[src/hdl/fard_pkg.sv]
// Shared types for the fraction ALU: operation codes and sequencer states.
package fard_pkg;

  typedef enum logic [1:0] {
    OP_ADD = 2'd0,
    OP_SUB = 2'd1,
    OP_MUL = 2'd2,
    OP_DIV = 2'd3
  } op_e;

  typedef enum logic [3:0] {
    ST_IDLE,
    ST_MUL_A,
    ST_MUL_B,
    ST_MUL_D,
    ST_SUM,
    ST_GCD,
    ST_GCD_WAIT,
    ST_QNUM,
    ST_QNUM_WAIT,
    ST_QDEN,
    ST_QDEN_WAIT,
    ST_FIN
  } state_e;

endpackage

[src/hdl/fard_div.sv]
// Iterative unsigned restoring divider, one quotient bit per cycle.
module fard_div #(
  parameter int WIDTH = 32
) (
  input  logic             clk_i,
  input  logic             rst_ni,
  input  logic             start_i,
  input  logic [WIDTH-1:0] dividend_i,
  input  logic [WIDTH-1:0] divisor_i,
  output logic             done_o,
  output logic [WIDTH-1:0] quot_o,
  output logic [WIDTH-1:0] rem_o
);

  localparam int CW = $clog2(WIDTH + 1);

  logic             busy_q, busy_d;
  logic             done_q, done_d;
  logic [CW-1:0]    cnt_q, cnt_d;
  logic [WIDTH-1:0] quo_q, quo_d;
  logic [WIDTH-1:0] rem_q, rem_d;
  logic [WIDTH-1:0] dvs_q, dvs_d;
  logic [WIDTH:0]   shifted;
  logic [WIDTH:0]   diff;
  logic             ge;

  assign shifted = {rem_q, quo_q[WIDTH-1]};
  assign diff    = shifted - {1'b0, dvs_q};
  assign ge      = ~diff[WIDTH];

  always_comb begin
    busy_d = busy_q;
    done_d = 1'b0;
    cnt_d  = cnt_q;
    quo_d  = quo_q;
    rem_d  = rem_q;
    dvs_d  = dvs_q;
    if (start_i && !busy_q) begin
      busy_d = 1'b1;
      cnt_d  = CW'(WIDTH);
      quo_d  = dividend_i;
      rem_d  = '0;
      dvs_d  = divisor_i;
    end else if (busy_q) begin
      // shift in one dividend bit, subtract when it fits
      rem_d = ge ? diff[WIDTH-1:0] : shifted[WIDTH-1:0];
      quo_d = {quo_q[WIDTH-2:0], ge};
      cnt_d = cnt_q - CW'(1);
      if (cnt_q == CW'(1)) begin
        busy_d = 1'b0;
        done_d = 1'b1;
      end
    end
  end

  always_ff @(posedge clk_i or negedge rst_ni) begin
    if (!rst_ni) begin
      busy_q <= 1'b0;
      done_q <= 1'b0;
      cnt_q  <= '0;
    end else begin
      busy_q <= busy_d;
      done_q <= done_d;
      cnt_q  <= cnt_d;
    end
  end

  always_ff @(posedge clk_i) begin
    quo_q <= quo_d;
    rem_q <= rem_d;
    dvs_q <= dvs_d;
  end

  assign done_o = done_q;
  assign quot_o = quo_q;
  assign rem_o  = rem_q;

endmodule

[src/hdl/fraction_alu_reduce_core.sv]
// Top level of the fraction ALU: cross-multiply, Euclid GCD, reduce.
//
// Takes two signed fractions a_num/a_den and b_num/b_den and an operation
// (add, subtract, multiply, divide), forms the raw numerator and denominator
// by cross-multiplying, then reduces both by their GCD. The GCD comes from
// Euclid's method with a remainder that truncates toward zero and keeps the
// dividend's sign; the GCD keeps its own sign, so the result signs follow
// from it (a negative GCD flips both parts). Zero over zero is returned as
// 0/0 with undefined_flag set; a nonzero numerator over zero gives 1/0.
// One request is worked at a time. It uses the shared
// IN_WIDTH x IN_WIDTH multiplier in ST_MUL_A, ST_MUL_B and ST_MUL_D, adds
// in ST_SUM, then runs E remainder steps of Euclid plus two exact divisions,
// each on one shared 2*IN_WIDTH-bit restoring divider that retires one
// bit per cycle, where E is the number of Euclid steps (up to roughly
// 3*IN_WIDTH for adverse operands). A finished result sits in the output
// register until taken; the next request is accepted meanwhile.
module fraction_alu_reduce_core #(
  parameter int IN_WIDTH = 16
) (
  input  logic                        clk_i,
  input  logic                        rst_ni,
  input  logic                        in_valid_i,
  output logic                        in_ready_o,
  input  logic [1:0]                  operation_i,
  input  logic signed [IN_WIDTH-1:0]  a_num_i,
  input  logic signed [IN_WIDTH-1:0]  a_den_i,
  input  logic signed [IN_WIDTH-1:0]  b_num_i,
  input  logic signed [IN_WIDTH-1:0]  b_den_i,
  output logic                        out_valid_o,
  input  logic                        out_ready_i,
  output logic signed [2*IN_WIDTH:0]  res_num_o,
  output logic signed [2*IN_WIDTH-1:0] res_den_o,
  output logic                        undefined_flag_o
);

  import fard_pkg::*;

  localparam int PW = 2 * IN_WIDTH;  // product width
  localparam int NW = PW + 1;        // raw numerator width

  state_e state_q, state_d;
  logic   out_valid_q, out_valid_d;

  // request operands
  op_e                       op_q, op_d;
  logic signed [IN_WIDTH-1:0] an_q, an_d, ad_q, ad_d, bn_q, bn_d, bd_q, bd_d;

  // products and Euclid working registers
  logic signed [PW-1:0] p0_q, p0_d, p1_q, p1_d;
  logic signed [NW-1:0] x_q, x_d, y_q, y_d;
  logic signed [NW-1:0] num_q, num_d, den_q, den_d;

  // reduced result before it moves to the output register
  logic signed [NW-1:0] rnum_q, rnum_d;
  logic signed [PW-1:0] rden_q, rden_d;
  logic                 rflag_q, rflag_d;

  logic signed [NW-1:0] res_num_q, res_num_d;
  logic signed [PW-1:0] res_den_q, res_den_d;
  logic                 flag_q, flag_d;

  // shared multiplier
  logic signed [IN_WIDTH-1:0] mul_a, mul_b;
  logic signed [PW-1:0]       mul_p;

  // magnitudes for the divider
  logic signed [NW-1:0] x_neg, y_neg, num_neg, den_neg;
  logic [PW-1:0]        x_abs, y_abs, num_abs, den_abs;

  // shared divider
  logic          div_start;
  logic [PW-1:0] div_dividend, div_divisor;
  logic          div_done;
  logic [PW-1:0] div_quot, div_rem;
  logic [NW-1:0] rem_ext, quot_ext;
  logic          q_neg;

  assign mul_p = mul_a * mul_b;

  assign x_neg   = -x_q;
  assign y_neg   = -y_q;
  assign num_neg = -num_q;
  assign den_neg = -den_q;
  assign x_abs   = x_q[NW-1]   ? x_neg[PW-1:0]   : x_q[PW-1:0];
  assign y_abs   = y_q[NW-1]   ? y_neg[PW-1:0]   : y_q[PW-1:0];
  assign num_abs = num_q[NW-1] ? num_neg[PW-1:0] : num_q[PW-1:0];
  assign den_abs = den_q[NW-1] ? den_neg[PW-1:0] : den_q[PW-1:0];

  assign rem_ext  = {1'b0, div_rem};
  assign quot_ext = {1'b0, div_quot};

  fard_div #(
    .WIDTH(PW)
  ) u_div (
    .clk_i     (clk_i),
    .rst_ni    (rst_ni),
    .start_i   (div_start),
    .dividend_i(div_dividend),
    .divisor_i (div_divisor),
    .done_o    (div_done),
    .quot_o    (div_quot),
    .rem_o     (div_rem)
  );

  always_comb begin
    state_d     = state_q;
    out_valid_d = out_valid_q;
    op_d        = op_q;
    an_d        = an_q;
    ad_d        = ad_q;
    bn_d        = bn_q;
    bd_d        = bd_q;
    p0_d        = p0_q;
    p1_d        = p1_q;
    x_d         = x_q;
    y_d         = y_q;
    num_d       = num_q;
    den_d       = den_q;
    rnum_d      = rnum_q;
    rden_d      = rden_q;
    rflag_d     = rflag_q;
    res_num_d   = res_num_q;
    res_den_d   = res_den_q;
    flag_d      = flag_q;
    mul_a       = an_q;
    mul_b       = bd_q;
    div_start   = 1'b0;
    div_dividend = x_abs;
    div_divisor  = y_abs;
    q_neg       = num_q[NW-1] ^ x_q[NW-1];
    in_ready_o  = 1'b0;

    // drop the output once taken
    if (out_valid_q && out_ready_i) begin
      out_valid_d = 1'b0;
    end

    case (state_q)
      ST_IDLE: begin
        in_ready_o = 1'b1;
        if (in_valid_i) begin
          op_d    = op_e'(operation_i);
          an_d    = a_num_i;
          ad_d    = a_den_i;
          bn_d    = b_num_i;
          bd_d    = b_den_i;
          state_d = ST_MUL_A;
        end
      end
      ST_MUL_A: begin
        mul_a   = an_q;
        mul_b   = (op_q == OP_MUL) ? bn_q : bd_q;
        p0_d    = mul_p;
        state_d = ST_MUL_B;
      end
      ST_MUL_B: begin
        mul_a   = bn_q;
        mul_b   = ad_q;
        p1_d    = mul_p;
        state_d = ST_MUL_D;
      end
      ST_MUL_D: begin
        mul_a   = ad_q;
        mul_b   = (op_q == OP_DIV) ? bn_q : bd_q;
        y_d     = {mul_p[PW-1], mul_p};
        den_d   = {mul_p[PW-1], mul_p};
        state_d = ST_SUM;
      end
      ST_SUM: begin
        case (op_q)
          OP_ADD:  x_d = {p0_q[PW-1], p0_q} + {p1_q[PW-1], p1_q};
          OP_SUB:  x_d = {p0_q[PW-1], p0_q} - {p1_q[PW-1], p1_q};
          default: x_d = {p0_q[PW-1], p0_q};
        endcase
        num_d   = x_d;
        state_d = ST_GCD;
      end
      ST_GCD: begin
        // Euclid: finish on a zero remainder, else take one more remainder
        if (y_q == '0) begin
          if (x_q == '0) begin
            rnum_d  = '0;
            rden_d  = '0;
            rflag_d = 1'b1;
            state_d = ST_FIN;
          end else begin
            state_d = ST_QNUM;
          end
        end else begin
          div_start    = 1'b1;
          div_dividend = x_abs;
          div_divisor  = y_abs;
          state_d      = ST_GCD_WAIT;
        end
      end
      ST_GCD_WAIT: begin
        if (div_done) begin
          // remainder keeps the dividend's sign
          x_d     = y_q;
          y_d     = x_q[NW-1] ? -rem_ext : rem_ext;
          state_d = ST_GCD;
        end
      end
      ST_QNUM: begin
        div_start    = 1'b1;
        div_dividend = num_abs;
        div_divisor  = x_abs;
        state_d      = ST_QNUM_WAIT;
      end
      ST_QNUM_WAIT: begin
        if (div_done) begin
          q_neg   = num_q[NW-1] ^ x_q[NW-1];
          rnum_d  = q_neg ? -quot_ext : quot_ext;
          state_d = ST_QDEN;
        end
      end
      ST_QDEN: begin
        div_start    = 1'b1;
        div_dividend = den_abs;
        div_divisor  = x_abs;
        state_d      = ST_QDEN_WAIT;
      end
      ST_QDEN_WAIT: begin
        if (div_done) begin
          q_neg   = den_q[NW-1] ^ x_q[NW-1];
          rden_d  = q_neg ? -div_quot : div_quot;
          rflag_d = 1'b0;
          state_d = ST_FIN;
        end
      end
      ST_FIN: begin
        // hold until the output register is free
        if (!out_valid_q || out_ready_i) begin
          res_num_d   = rnum_q;
          res_den_d   = rden_q;
          flag_d      = rflag_q;
          out_valid_d = 1'b1;
          state_d     = ST_IDLE;
        end
      end
      default: begin
        state_d = ST_IDLE;
      end
    endcase
  end

  always_ff @(posedge clk_i or negedge rst_ni) begin
    if (!rst_ni) begin
      state_q     <= ST_IDLE;
      out_valid_q <= 1'b0;
    end else begin
      state_q     <= state_d;
      out_valid_q <= out_valid_d;
    end
  end

  always_ff @(posedge clk_i) begin
    op_q      <= op_d;
    an_q      <= an_d;
    ad_q      <= ad_d;
    bn_q      <= bn_d;
    bd_q      <= bd_d;
    p0_q      <= p0_d;
    p1_q      <= p1_d;
    x_q       <= x_d;
    y_q       <= y_d;
    num_q     <= num_d;
    den_q     <= den_d;
    rnum_q    <= rnum_d;
    rden_q    <= rden_d;
    rflag_q   <= rflag_d;
    res_num_q <= res_num_d;
    res_den_q <= res_den_d;
    flag_q    <= flag_d;
  end

  assign out_valid_o      = out_valid_q;
  assign res_num_o        = res_num_q;
  assign res_den_o        = res_den_q;
  assign undefined_flag_o = flag_q;

endmodule

[config.mk]
export PLATFORM = sky130hd
export DESIGN_NAME = fraction_alu_reduce_core
export DESIGN_NICKNAME = d
export VERILOG_FILES = /design/src/hdl/fard_pkg.sv /design/src/hdl/fard_div.sv /design/src/hdl/fraction_alu_reduce_core.sv
export SDC_FILE = /design/constraint.sdc
export NUM_CORES = 2
export LEC_CHECK = 0
export BUFFER_PORTS_ARGS = -buffer_cell sky130_fd_sc_hd__buf_2
export CORE_UTILIZATION = 55
export CTS_BUF_LIST = sky130_fd_sc_hd__clkbuf_4
export CTS_CLUSTER_DIAMETER = 100
export DETAILED_ROUTE_END_ITERATION = 10
export PLACE_DENSITY = 0.76
export SLEW_MARGIN = 20
export SYNTH_ARGS = -nofsm -noshare
export SYNTH_HDL_FRONTEND = slang
export SYNTH_SLANG_ARGS = --single-unit
[constraint.sdc]
create_clock -name clk_i -period 14.9 [get_ports clk_i]
set_clock_uncertainty 0.05 [all_clocks]
set_input_delay 0.745 -clock clk_i [delete_from_list [all_inputs] [get_ports clk_i]]
set_output_delay 0.745 -clock clk_i [all_outputs]
set_load 0.05 [all_outputs]
==> flow_summary.yaml <==
run_status:
  status: "finished clean"
worst_setup_path:
  worstPathMaxFanout: 34
  cp_data_arrival_time_ps: 10220
  start_kind: "flop"
  crit_slowest_cell: "or3_1"
  cp_data_required_time_ps: 15550
  critPathCaptureType: "flop"
  crit_type: "reg2reg"
  slowest_delay_ps: 770
placed_design:
  post-place-ws_ps: 5450
  dp.cells: 4551
  portBuffers: 137
  place_congestion: 0.942
  dpl.hpwl_um: 69300
  postPlaceCellArea_um2: 38400
cells_and_area:
  nets: 4383
  final_core_util: 0.621
  n_fill_cell: 5354
  seq_area_um2: 14700
  area_growth_pct: 11.5
  final_cell_count_no_fill: 4863
  drive_above_1_share: 0.125
  multi_input_area_um2: 20100
  fin_area_um2: 40900
detailed_routing:
  wl_per_cell_um: 19.0
  vias_per_cell: 5.74
  drt-initial-drc-count: 2379
  drtAntennaViolNets: 0
  drc: 0
  firstDrtPassIters: 6
  drt-total-wl_um: 92500
  dr_total_vias: 27900
synth:
  syn_area_um2: 36700
  ys_ff_latch: 502
  ys_top_cells_by_count: "edfxtp_1, inv_1, nand2_1"
  syn_nets: 4145
  synth.most_common_cell: "edfxtp_1"
  netlist.area_leader.share: 0.374
  syn_inst: 3656
  ys_async_sr_fraction: 0.0259
  yosys.area.top_type: "edfxtp_1"
  synthDistinctLibCells: 80
  synth-main-ff-cell: "edfxtp_1"
  synth_area_leaders: "edfxtp_1, fa_1, ha_1"
  synth_seq_area_share: 0.400
  synth_edf_count: 457
  yosys_warnings: 0
  synth.avg_cell_area_um2: 10.0
timing:
  max_clock_freq_ghz: 0.105
  hold_viol: 0
  slew_viol_final: 0
  maxSlewHeadroom: 0.189
  setup_ws_ps: 5330
  min_period_ps: 9570
  fin_setup_tns_ps: 0
  rsz0062_at_grt: "no"
  holdWs_ps: 97.6
  setup_violations: 0
  max_slew.worst_pin.slew_ps: 1220
  period_share: 0.642
global_route:
  grt_pass1_wl_um: 147000
  antenna_found_initial: 2
  grt_max_degree: 92
  grt_pass1_vias: 28200
  overflow: 0
  gr-usage-all-layers: 0.280
cts:
  cts_buffers: 135
  clk_latency_ps: 1040
  h-tree-depth: 4
  cts_buffer_depth: 3
  post_cts_buffers: 0
  cts_sinks: 502
  root_buffer: "clkbuf_4"
  clk_pin_slew_ps: 60
  cts_tree: "built"
die:
  die_h_um: 260
  initial_core_util: 0.557
  fp.dieW_um: 260
  die-area_um2: 67800
  io_pins: 138
  coreArea_um2: 65900
  rows: 94
pwr:
  vdd_drop_max_v: 0.0000739
  finalPower_mw: 2.81
  p_per_area_nw_per_um2: 68.7
  p_leak_nw: 16.5
flow_run:
  cap_violations: 0
hold_path:
  hold_class: "in2async"
[power breakdown]
group                   switching, mW  internal (mW)  total [mW]
clock network                   0.586          0.684        1.27
registers      0.00000000000000000690           1.52        1.52
logic                         0.00705         0.0180      0.0250
total                           0.593           2.22        2.81
[path summary, 6_finish.rpt]
| check | startpoint | endpoint | slack [ps] | depth (start not counted) |
|---|---|---|---|---|
| min in group clk_i | in_valid_i | state_q[1] | 300 | 6 |
| setup / recovery | state_q[1] | y_q[28] | 5330 | 31 |
| max in group asynchronous | rst_ni | state_q[3] | 14400 | 2 |
| hold reg to reg | rnum_q[25] | res_num_o[25] | 360 | 0 |
| setup reg to reg | state_q[1] | y_q[28] | 5330 | 31 |
| hold / removal | rst_ni | u_div.cnt_q[2] | 100 | 2 |
[flip-flops by register name, summed over array words and instances, names as in the netlist, 2 cells and up]
name / flops
u_div.cnt_q: 6
bn_q: 16
p0_q: 32
p1_q: 32
rnum_q: 33
rden_q: 32
u_div.rem_o: 32
res_den_o: 32
x_q: 33
op_q: 2
ad_q: 16
den_q: 32
u_div.dvs_q: 32
an_q: 16
res_num_o: 33
y_q: 33
bd_q: 16
num_q: 33
state_q: 4
u_div.quot_o: 32
[metal layers]
metal | GRT usage | share of wire
met2 | 0.477 | 0.49
met4 | 0.126 | 0.038
met3 | 0.0456 | 0.067
met1 | 0.350 | 0.41
met5 | 0 | 0
[area by class of cell]
type / count / share of cell area
Multi-Input combinational cell: 2609 / 0.491
Sequential cell: 502 / 0.359
Timing Repair Buffer: 254 / 0.0434
Clock buffer: 206 / 0.0378
Inverter: 392 / 0.0360
Tap cell: 864 / 0.0264
Clock inverter: 30 / 0.00575
Antenna cell: 6 / 0.000367
[timing repair]
action | CTS | global route
gates resized for setup | 0 | 0
hold buffers | 68 | 0
endpoints found under the hold margin | 80 | 0
[critical path: cells and delay by family, from the launching register on]
family | cells | cell delay (ps)
adder cells (fa/ha/maj) | 7 | 3320
AO/OA/AOI/OAI | 7 | 1860
AND/OR/NAND/NOR | 6 | 1810
buffers and inverters | 8 | 1100
flip-flops | 1 | 650
multiplexers | 2 | 410
XOR/XNOR | 1 | 120
[kinds of logic after synthesis]
kind of cell,Yosys count,synth area share
compound gates,697,0.118
xor+xnor,305,0.0728
fa+ha+maj,419,0.197
buf+inv,545,0.0558
flops,502,0.400
mux,37,0.0110
simple gates,1151,0.146
[cell usage in the layout (no fill, tap or decap), types with 11 or more instances in the layout]
cell type and n:
and2_1 16, nor4_1 15, nor2_1 360, fa_1 264
a21oi_1 225, ha_1 155, a21o_1 29, o22ai_1 31
xnor2_1 143, o21ai_0 188, o211ai_1 11, or4_1 28
o221ai_1 13, nand2_1 374, dlygate4sd3_1 68, dfxtp_1 32
mux2_2 24, buf_4 47, o31ai_1 54, inv_1 392
o21a_1 12, o221a_2 14, xor2_1 158, dfrtp_1 12
and3_1 16, a211oi_1 14, nand3_1 97, mux2i_1 12
nand2b_1 47, or3_1 75, a22oi_1 13, edfxtp_1 457
nor2b_1 20, o41ai_1 22, clkbuf_4 206, buf_2 137
nor3_1 32, clkinv_1 15
No activity file was read; power rests on OpenSTA's default activity.
